### src/tle_pkg.sv
`timescale 1ns / 1ps

package tle_pkg;

	// Request: one key byte or one line read
	typedef struct packed {
		logic       op;
		logic [7:0] key;
		logic [3:0] read_index;
	} cmd_t;

	// Result: echo, bell, read data or newline
	typedef struct packed {
		logic [1:0] kind;
		logic [7:0] data_byte;
		logic [3:0] line_length;
		logic       last;
	} rsp_t;

	// Request operations
	localparam logic OP_KEY  = 1'b0;
	localparam logic OP_READ = 1'b1;

	// Result kinds
	localparam logic [1:0] KIND_ECHO    = 2'd0;
	localparam logic [1:0] KIND_BELL    = 2'd1;
	localparam logic [1:0] KIND_READ    = 2'd2;
	localparam logic [1:0] KIND_NEWLINE = 2'd3;

	// Character codes
	localparam logic [7:0] CH_CTRL_C = 8'h03;
	localparam logic [7:0] CH_BELL   = 8'h07;
	localparam logic [7:0] CH_BS     = 8'h08;
	localparam logic [7:0] CH_TAB    = 8'h09;
	localparam logic [7:0] CH_LF     = 8'h0A;
	localparam logic [7:0] CH_CR     = 8'h0D;
	localparam logic [7:0] CH_ESC    = 8'h1B;
	localparam logic [7:0] CH_SPACE  = 8'h20;
	localparam logic [7:0] CH_DEL    = 8'h7F;

	// Echo for control-C: " **^C**" and newline
	localparam logic [7:0] CTLC_ECHO [8] = '{
		8'h20, 8'h2A, 8'h2A, 8'h5E, 8'h43, 8'h2A, 8'h2A, 8'h0A
	};

	typedef enum logic [1:0] {
		ST_IDLE,
		ST_READ,
		ST_EMIT
	} state_t;

	// Kind of result sequence being streamed out
	typedef enum logic [1:0] {
		SEQ_SINGLE,
		SEQ_CTLC,
		SEQ_ERASE
	} seq_t;

endpackage

### src/terminal_line_editor.sv
`timescale 1ns / 1ps

// Line editor for a serial console. Each key request (but an LF straight after a
// CR, which is swallowed) updates a command line of up to LINE_LEN-1 characters
// held in a small synchronous RAM and streams its echo, bell or newline results;
// a read request returns one stored byte. A request is decoded and registered as
// it is taken (a read also fetches its byte from the RAM then). Its results are
// then loaded into the output register one by one while rsp_stall is low. The
// next request is taken once the final result of the current one is in the
// output register. Control-C streams eight results, and ESC streams three per
// character held.
module terminal_line_editor
	import tle_pkg::*;
#(
	parameter int LINE_LEN = 16
) (
	input  logic clk,
	input  logic arst_n,
	input  logic cmd_valid,
	output logic cmd_stall,
	input  cmd_t cmd,
	output logic rsp_valid,
	input  logic rsp_stall,
	output rsp_t rsp
);

	localparam int AW        = $clog2(LINE_LEN);
	localparam int ERASE_MAX = 3 * (LINE_LEN - 1);
	localparam int REM_MAX   = (ERASE_MAX > 8) ? ERASE_MAX : 8;
	localparam int RW        = $clog2(REM_MAX + 1);

	state_t state_q, state_d;
	seq_t   seq_q;
	logic [RW-1:0] rem_q;
	logic [2:0]    ctlc_idx_q;
	logic [1:0]    phase_q;
	logic [1:0]    kind_q;
	logic [7:0]    byte_q;
	logic          hit_q;
	logic [7:0]    rd_data_q;
	logic [AW-1:0] count_q;
	logic          prev_cr_q;
	logic          rsp_valid_q;
	rsp_t          rsp_q;

	logic [7:0] line_mem_q [LINE_LEN];

	logic accept, slot_free, load, emit_valid;
	rsp_t emit;

	// Decoded request
	logic [7:0]    dec_c, dec_p;
	logic          dec_swallow, dec_cr, dec_wr;
	seq_t          dec_seq;
	logic [RW-1:0] dec_rem;
	logic [1:0]    dec_kind;
	logic [7:0]    dec_byte;
	logic [AW-1:0] dec_count;
	logic [AW+3:0] idx_w, cnt_w;
	logic          dec_hit;

	assign accept    = cmd_valid && !cmd_stall;
	assign cmd_stall = (state_q != ST_IDLE);
	assign slot_free = !rsp_valid_q || !rsp_stall;
	assign load      = emit_valid && slot_free;
	assign rsp_valid = rsp_valid_q;
	assign rsp       = rsp_q;

	assign idx_w   = {{AW{1'b0}}, cmd.read_index};
	assign cnt_w   = {4'b0, count_q};
	assign dec_hit = (idx_w < cnt_w);

	// Key decode
	always_comb begin
		dec_swallow = prev_cr_q && (cmd.key == CH_LF);
		dec_cr      = (cmd.key == CH_CR);
		dec_c       = dec_cr ? CH_LF : cmd.key;
		dec_p       = (dec_c == CH_TAB) ? CH_SPACE : dec_c;
		dec_wr      = 1'b0;
		dec_seq     = SEQ_SINGLE;
		dec_rem     = RW'(1);
		dec_kind    = KIND_BELL;
		dec_byte    = CH_BELL;
		dec_count   = count_q;
		if (dec_c == CH_CTRL_C) begin
			dec_seq   = SEQ_CTLC;
			dec_rem   = RW'(8);
			dec_count = '0;
		end else if (dec_c == CH_ESC) begin
			if (count_q != '0) begin
				dec_seq   = SEQ_ERASE;
				dec_rem   = RW'({count_q, 1'b0}) + RW'(count_q);
				dec_count = '0;
			end
		end else if (dec_c == CH_BS || dec_c == CH_DEL) begin
			if (count_q != '0) begin
				dec_seq   = SEQ_ERASE;
				dec_rem   = RW'(3);
				dec_count = count_q - AW'(1);
			end
		end else if (dec_c == CH_LF) begin
			dec_kind = KIND_NEWLINE;
			dec_byte = CH_LF;
		end else if (dec_p >= CH_SPACE && dec_p < CH_DEL
				&& count_q != AW'(LINE_LEN - 1)) begin
			dec_wr    = 1'b1;
			dec_kind  = KIND_ECHO;
			dec_byte  = dec_p;
			dec_count = count_q + AW'(1);
		end
	end

	// Next state
	always_comb begin
		state_d = state_q;
		unique case (state_q)
			ST_IDLE: begin
				if (accept) begin
					if (cmd.op == OP_READ)
						state_d = ST_READ;
					else if (!dec_swallow)
						state_d = ST_EMIT;
				end
			end
			ST_READ: begin
				if (slot_free)
					state_d = ST_IDLE;
			end
			ST_EMIT: begin
				if (slot_free && rem_q == RW'(1))
					state_d = ST_IDLE;
			end
			default: state_d = ST_IDLE;
		endcase
	end

	// Result under construction
	always_comb begin
		emit_valid       = 1'b0;
		emit.kind        = KIND_ECHO;
		emit.data_byte   = byte_q;
		emit.line_length = cnt_w[3:0];
		emit.last        = 1'b1;
		unique case (state_q)
			ST_IDLE: ;
			ST_READ: begin
				emit_valid     = 1'b1;
				emit.kind      = KIND_READ;
				emit.data_byte = hit_q ? rd_data_q : 8'h00;
			end
			ST_EMIT: begin
				emit_valid = 1'b1;
				emit.last  = (rem_q == RW'(1));
				unique case (seq_q)
					SEQ_SINGLE: begin
						emit.kind      = kind_q;
						emit.data_byte = byte_q;
					end
					SEQ_CTLC:  emit.data_byte = CTLC_ECHO[ctlc_idx_q];
					SEQ_ERASE: emit.data_byte = (phase_q == 2'd1) ? CH_SPACE : CH_BS;
					default:   emit.data_byte = byte_q;
				endcase
			end
			default: ;
		endcase
	end

	// Control state
	always_ff @(posedge clk or negedge arst_n) begin
		if (!arst_n) begin
			state_q     <= ST_IDLE;
			count_q     <= '0;
			prev_cr_q   <= 1'b0;
			rsp_valid_q <= 1'b0;
		end else begin
			state_q <= state_d;
			if (accept && cmd.op == OP_KEY) begin
				prev_cr_q <= dec_swallow ? 1'b0 : dec_cr;
				if (!dec_swallow)
					count_q <= dec_count;
			end
			if (load)
				rsp_valid_q <= 1'b1;
			else if (!rsp_stall)
				rsp_valid_q <= 1'b0;
		end
	end

	// Sequence registers and output register
	always_ff @(posedge clk) begin
		if (accept) begin
			seq_q      <= dec_seq;
			rem_q      <= dec_rem;
			kind_q     <= dec_kind;
			byte_q     <= dec_byte;
			hit_q      <= dec_hit;
			ctlc_idx_q <= '0;
			phase_q    <= '0;
		end else if (load) begin
			rem_q      <= rem_q - RW'(1);
			ctlc_idx_q <= ctlc_idx_q + 3'd1;
			phase_q    <= (phase_q == 2'd2) ? 2'd0 : phase_q + 2'd1;
		end
		if (load)
			rsp_q <= emit;
	end

	// Line RAM: append writes at the fill count, reads registered
	always_ff @(posedge clk) begin
		if (accept && cmd.op == OP_KEY && !dec_swallow && dec_wr)
			line_mem_q[count_q] <= dec_p;
		if (accept && cmd.op == OP_READ)
			rd_data_q <= line_mem_q[idx_w[AW-1:0]];
	end

endmodule

### config.mk
export PLATFORM = sky130hd
export DESIGN_NAME = terminal_line_editor
export DESIGN_NICKNAME = d
export VERILOG_FILES = /design/src/tle_pkg.sv /design/src/terminal_line_editor.sv
export SDC_FILE = /design/constraint.sdc
export NUM_CORES = 1
export LEC_CHECK = 0
export ABC_AREA = 1
export BUFFER_PORTS_ARGS = -buffer_cell sky130_fd_sc_hd__buf_2
export CORE_UTILIZATION = 66
export DETAILED_ROUTE_END_ITERATION = 7
export PLACE_DENSITY = 0.84
export SETUP_SLACK_MARGIN = 0.02
export SYNTH_ARGS = -nofsm -noshare
export SYNTH_HDL_FRONTEND = slang
export SYNTH_SLANG_ARGS = --single-unit
### constraint.sdc
create_clock -name clk -period 3.6 [get_ports clk]
set_clock_uncertainty 0.15 [all_clocks]
set_input_delay 0.72 -clock clk [delete_from_list [all_inputs] [get_ports clk]]
set_output_delay 0.72 -clock clk [all_outputs]
set_load 0.05 [all_outputs]
Yosys cells after proc, flatten, opt, wreduce, memory -nomap -nowiden
Memory sizes are Yosys's and may differ from the RTL's. A register that Yosys moved wholly into a read port is not among the register bits.
Cells that the tools add are included.
{"block": "classes", "add_sub_neg": 6, "n_lt_le_gt_ge": 4, "eq_ne": 24, "mux": 48, "bitwise_logic": 4, "reduce_logical": 28}
{"cell": "8-bit by 4-bit == test with 1-bit output (second input constant)", "n": 5}
{"cell": "8-bit two-way mux", "n": 5}
{"cell": "4-bit two-way mux", "n": 9}
{"cell": "6-bit two-way mux", "n": 6}
{"cell": "2-bit two-way mux", "n": 13}
{"cell": "10-bit one-hot mux with 2 select lines", "n": 1}
{"cell": "8-bit one-hot mux with 2 select lines", "n": 1}
{"cell": "1-bit two-way mux", "n": 12}
{"cell": "1-bit logical AND", "n": 10}
{"cell": "8-bit by 2-bit == test with 1-bit output (second input constant)", "n": 1}
{"cell": "8-bit by 5-bit == test with 1-bit output (second input constant)", "n": 1}
{"cell": "8-bit by 7-bit == test with 1-bit output (second input constant)", "n": 1}
{"cell": "8-bit by 6-bit greater-or-equal comparator with 1-bit output (second input constant)", "n": 1}
{"cell": "8-bit by 7-bit < comparator with 1-bit output (second input constant)", "n": 1}
{"cell": "4-bit inequality test (second input constant)", "n": 2}
{"cell": "4-bit nonzero test", "n": 2}
{"cell": "5-bit by 4-bit adder with 6-bit output", "n": 1}
{"cell": "2-bit by 1-bit == test with 1-bit output (second input constant)", "n": 3}
{"cell": "2-bit == test (second input constant)", "n": 3}
{"cell": "6-bit by 1-bit == test with 1-bit output (second input constant)", "n": 1}
{"cell": "2-bit inequality test (second input constant)", "n": 3}
{"cell": "3-bit inequality test (second input constant)", "n": 2}
{"cell": "2-bit one-hot mux with 3 select lines", "n": 1}
{"cell": "6-bit AND reduction", "n": 1}
{"cell": "other kinds (20)", "n": 28}
{"block": "word_totals", "regBits": 47, "ram_bits": 128, "mem_bits_ro": 64, "wordCells": 133, "mem_count": 2}
{"memory": "line_mem_q", "words": 16, "width": 8, "rd": 1, "rd_ports_with_merged_regs": 1, "write_ports": 1, "line": "terminal_line_editor.sv:46", "source": "logic [7:0] line_mem_q [LINE_LEN];"}
{"memory": "(name not given)", "words": 8, "width": 8, "rd": 1, "rd_ports_with_merged_regs": 0, "write_ports": 0, "line": "terminal_line_editor.sv:159", "source": "SEQ_CTLC: emit.data_byte = CTLC_ECHO[ctlc_idx_q];"}

Depth between registers and ports, before layout
{"block": "depth", "ltp_word": 15, "mapped_depth": 15}

Worst setup path after synthesis
OpenSTA, ideal clock, no wires.
{"block": "synth_path", "kind": "input -> register", "from": "in cmd[7] in the netlist's numbering", "to": "mem line_mem_q[13][0] (enable)", "arrival_ns": 1.879, "slack_ns": 1.201, "cell_stages": 8, "path_cell_list": "buf_6 -> nand4_1 -> inv_1 -> a21oi_1 -> nand2_4 -> nor2_4 -> nand2_1 -> nor2_1"}
{"block": "synth_via", "elab_chain_len": 15}
{"item": "from (decl)", "line": "terminal_line_editor.sv:21", "source": "input cmd_t cmd,"}
{"item": "8-bit by 4-bit == test with 1-bit output", "line": "terminal_line_editor.sv:76", "source": "dec_cr = (cmd.key == CH_CR);"}
{"item": "8-bit two-way mux", "line": "terminal_line_editor.sv:77", "source": "dec_c = dec_cr ? CH_LF : cmd.key;"}
{"item": "8-bit by 4-bit == test with 1-bit output", "line": "terminal_line_editor.sv:78", "source": "dec_p = (dec_c == CH_TAB) ? CH_SPACE : dec_c;"}
{"item": "8-bit two-way mux", "line": "terminal_line_editor.sv:78"}
{"item": "8-bit by 6-bit greater-or-equal comparator with 1-bit output or 8-bit by 7-bit < comparator with 1-bit output (tied branches)", "line": "terminal_line_editor.sv:104", "source": "end else if (dec_p >= CH_SPACE && dec_p < CH_DEL"}
{"item": "1-bit logical AND", "line": "terminal_line_editor.sv:104"}
{"item": "1-bit logical AND", "line": "terminal_line_editor.sv:105", "source": "&& count_q != AW'(LINE_LEN - 1)) begin"}
{"item": "1-bit two-way mux", "line": "terminal_line_editor.sv:104"}
{"item": "1-bit two-way mux", "line": "terminal_line_editor.sv:101", "source": "end else if (dec_c == CH_LF) begin"}
{"item": "1-bit two-way mux", "line": "terminal_line_editor.sv:95", "source": "end else if (dec_c == CH_BS || dec_c == CH_DEL) begin"}
{"item": "1-bit two-way mux", "line": "terminal_line_editor.sv:89", "source": "end else if (dec_c == CH_ESC) begin"}
{"item": "1-bit two-way mux", "line": "terminal_line_editor.sv:85", "source": "if (dec_c == CH_CTRL_C) begin"}
{"item": "1-bit logical AND *", "line": "terminal_line_editor.sv:210", "source": "if (accept && cmd.op == OP_KEY && !dec_swallow && dec_wr)"}
{"item": "1-bit two-way mux *", "line": "terminal_line_editor.sv:210"}
{"item": "1-bit two-way mux (implied by the code) *", "line": "terminal_line_editor.sv:211", "source": "line_mem_q[count_q] <= dec_p;"}
{"item": "to (decl)", "line": "terminal_line_editor.sv:46"}
Mark *: on every way between the ends. The rest lies on a longest branch, timed or not.

Final worst setup path
{"block": "layout_path", "from": "reg state_q[0]", "to": "mem line_mem_q[0][6] (enable)"}
{"block": "layout_via", "elab_chain_len": 8}
{"item": "from (decl)", "line": "terminal_line_editor.sv:32", "source": "state_t state_q, state_d;"}
{"item": "from (signal assigned)", "line": "terminal_line_editor.sv:176", "source": "state_q <= state_d;"}
{"item": "2-bit nonzero test", "line": "terminal_line_editor.sv:63", "source": "assign cmd_stall = (state_q != ST_IDLE);"}
{"item": "1-bit zero test", "line": "terminal_line_editor.sv:62", "source": "assign accept = cmd_valid && !cmd_stall;"}
{"item": "1-bit logical AND", "line": "terminal_line_editor.sv:62"}
{"item": "1-bit logical AND (3 in a row)", "line": "terminal_line_editor.sv:210"}
{"item": "1-bit two-way mux", "line": "terminal_line_editor.sv:210"}
{"item": "1-bit two-way mux (implied by the code)", "line": "terminal_line_editor.sv:211"}
No other way between the ends.

==> summary.md <==
| Metric | Value |
|---|---|
| GRT overflow | `0` |
| Synth cell count leaders | `edfxtp_1 (170), inv_1 (100), nand2_1 (76), o21ai_0 (69), a21oi_1 (45)` |
| Lkg Pwr | `roughly 3.7 nW` |
| Synth area leaders | `edfxtp_1 (61%), inv_1 (4.5%), o21ai_0 (4.1%), ha_1 (4.0%), mux2i_1 (3.8%)` |
| Total track usage | `0.298` |
| Final total power | `between 6 and 7 mW` |
| Share of cells above drive strength 1 | `0.120` |
| Num rows | `40` |
| Hold Path Depth | `1` |
| TritonCTS clock tree | `built` |
| Sequential fraction of the synthesis area | `0.643` |
| Filler Cell Count | `760` |
| Layout area overhead | `10.4%` |
| CTS Root Buffer Type | `clkbuf_16` |
| Crit end category | `register` |
| Syn Inst Count | `720` |
| RSZ-0062 raised after global routing | `false` |
| DRC errors left | `0` |
| Final HPWL DP | `12.1 mm` |
| Die Ht | `115 um` |
| Setup TNS Final | `0 ns` |
| CTS Buffer Depth | `2` |
| Synth Area in Simple Gates | `0.0941` |
| Max Cap Violations | `0` |
| Largest net degree at the start of global routing | `98` |
| CP top delay family | `simple AND/OR/NAND/NOR gates` |
| Core ar. | `~12000 um2` |
| Placed cell count | `about 900` |
| Mux share of post-synthesis cell area | `0.0381` |
| Worst path arrival time | `2.75 ns` |
| Die ar. | `13200 um2` |
| Wire per inst | `19.2 um` |
| Yosys top cell by area | `edfxtp_1` |
| Critical Path Fanout Max | `11` |
| WL met3 | `1.33 mm` |
| DIE WIDTH | `115 um` |
| Buf/Inv on CP | `1` |
| Routability cong. | `0.899` |
| CP Class | `reg -> reg` |
| Clock slew at reported path FFs | `roughly 0.06 ns` |
| Setup bufs post-CTS | `0` |
| Netlist cell types | `41` |
| Worst path max stage delay | `between 0.5 and 0.6 ns` |
| Non-filler cells, final | `937` |
| Initial Util | `0.688` |
| Post-synth EDFFs | `170` |
| Synth Area in Compound Gates | `0.111` |
| Startpoint type of the worst setup path | `register` |
| Synthesized flop and latch total | `183` |
| CTS H-tree depth | `4` |
| Post-Synth XOR/XNOR Area | `0.00417` |
| Crit-path slowest cell | `nor2_1` |
| First-pass GRT wire length | `28.3 mm` |
| Slew headroom | `0.304` |
| HP Class | `reg -> reg` |
| Post-synth top area share | `0.608` |
| Later-pin clock latency in the skew report | `0.43 ns` |
| Hold Vio Cnt, Final | `0` |
| Fin. max-slew vios | `0` |
| 1st-iter DRT viols | `735` |
| Max Clock Freq | `352 MHz` |
| Nets | `between 800 and 900` |
| Vias | `5609` |
| Mean Syn Cell Area | `11.7 um2` |
| Uppermost layer routed | `met4` |
| Ys async rst share | `0.0437` |
| Ports | `34` |
| Final worst path period need | `around 2.8 ns` |
| Routed Antenna Nets | `0` |
| Worst Tran Pin Value | `between 1 and 1.5 ns` |
| M1 WL | `7.10 mm` |
| Metal2 WL | `9.06 mm` |
| Register area | `approximately 5400 um2` |
| Vias in the first global route | `5413` |
| VDD IR max | `497 uV` |
| Part of the cycle the worst path needs | `0.790` |
| Largest family of logic cells by synthesized area | `compound AO/OA/AOI/OAI gates` |
| Crit. path cell count | `8` |
| Power per standard cell area | `667 nW/um2` |
| Routed vias/inst | `5.99` |
| Overall routed net length | `18.0 mm` |
| Post-Syn Area | `about 8400 um2` |
| Worst-path cell chain | `inv_1 > ha_1 > nand2_1 > nor2_1 > nand2_1 > nor2_4 > nand2_2 > nor2_1` |
| CP required | `around 3.5 ns` |
| # port buffers | `33` |
| TritonCTS Buffers | `17` |
| Antenna diodes | `0` |
| Detailed Routing Iterations Pass 1 | `6` |
| Most frequent cell after synthesis | `edfxtp_1` |
| Ys flop type | `edfxtp_1` |
| Initial antenna violation count | `0` |
| Setup violations, final | `0` |
| Worst reg-to-reg path cell count | `8` |
| Adder-Cell Fraction of Synth Area | `0.0450` |
| Status | `complete, no violations` |
| Multi-input combinational cell area | `2490 um2` |
| CTS sink count | `183` |
| Synth warn | `0` |
-- final cells by class --
type | count | share of cell area
Clock inverter | 12 | 0.0136
Tap cell | 168 | 0.0227
Timing Repair Buffer | 39 | 0.0232
Inverter | 103 | 0.0417
Multi-Input combinational cell | 412 | 0.269
Clock buffer | 20 | 0.0471
Sequential cell | 183 | 0.583
-- path summary, 6_finish.rpt --
kind,slack [ns],startpoint,endpoint
min reg2reg,0.35,ctlc_idx_q[0],ctlc_idx_q[0]
max reg2reg,0.76,state_q[0],line_mem_q[0][6]
max,0.76,state_q[0],line_mem_q[0][6]
min,0.35,ctlc_idx_q[0],ctlc_idx_q[0]
max in group asynchronous,2.56,arst_n,count_q[2]
min in group asynchronous,0.55,arst_n,rsp_valid
-- cell families (layout without fill, tap and decap cells) --
group	after synthesis	in the layout
xor+xnor	4	4
compound gates	162	162
other cells	1	9
mux	32	32
fa+ha+maj	29	29
simple gates	176	176
flops	183	183
buf+inv	133	174
-- routing by layer --
metal,global-route usage,vias up
met5,0,-
met4,0.132,0
met3,0.0601,41
met2,0.495,283
met1,0.385,2696
li1,-,2589
-- stage by stage --
step | setup WS (ns) | hold slack, ns | util | cell area (um2)
after detailed placement | 0.584 | 0.339 | 0.712 | 8700
after floorplan | 1.20 | 0.274 | - | 8430
after global placement | 0.754 | 0.310 | 0.712 | 8700
final | 0.758 | 0.355 | 0.759 | 9270
after CTS | 0.771 | 0.354 | 0.759 | 9270
after global routing | 0.551 | 0.396 | 0.759 | 9270
-- power breakdown --
part | internal (mW) | leakage [nW] | total [mW] | switching (mW)
sequential | 2.67 | 1.70 | 2.82 | 0.150
clock | 1.02 | 0.271 | 1.79 | 0.765
combinational | 0.413 | 1.73 | 1.58 | 1.17
total | 4.10 | 3.71 | 6.18 | 2.08
-- state kept, by name, summed over array words and instances, names as in the netlist --
| register | cells |
|---|---|
| line_mem_q | 128 |
| rsp | 15 |
| byte_q | 8 |
| rd_data_q | 8 |
| rem_q | 6 |
| count_q | 4 |
| ctlc_idx_q | 3 |
| kind_q | 2 |
| phase_q | 2 |
| seq_q | 2 |
| state_q | 2 |
| hit_q | 1 |
| prev_cr_q | 1 |
| rsp_valid | 1 |
-- cells in the final DEF, fill, tap and decap left out, types with 3 or more instances in the layout --
cell type,count
a21oi_1,45
a31oi_1,3
buf_2,32
buf_4,6
clkbuf_1,3
clkbuf_16,17
clkinv_2,3
conb_1,9
dfrtp_1,8
dfxtp_1,5
edfxtp_1,170
ha_1,27
inv_1,100
inv_2,3
mux2i_1,32
nand2_1,76
nand2_2,10
nand3_1,22
nand4_1,8
nor2_1,44
nor2_2,7
nor3_1,3
o211ai_1,34
o21ai_0,69
xor2_1,3
-- repair_timing --
| action | in CTS | in global routing |
|---|---|---|
| hold buffers | 1 | 0 |
| endpoints found under the setup margin | 0 | 0 |
| hold endpoints to repair | 8 | 0 |
| gates resized for setup | 0 | 0 |
-- worst reg2reg max path, cell delays in order, from the launching register on --
cell,delay (ns)
dfrtp_1,0.41
inv_1,0.11
ha_1,0.22
nand2_1,0.28
nor2_1,0.25
nand2_1,0.13
nor2_4,0.23
nand2_2,0.11
nor2_1,0.59
Power figures use the tool's default switching activity.
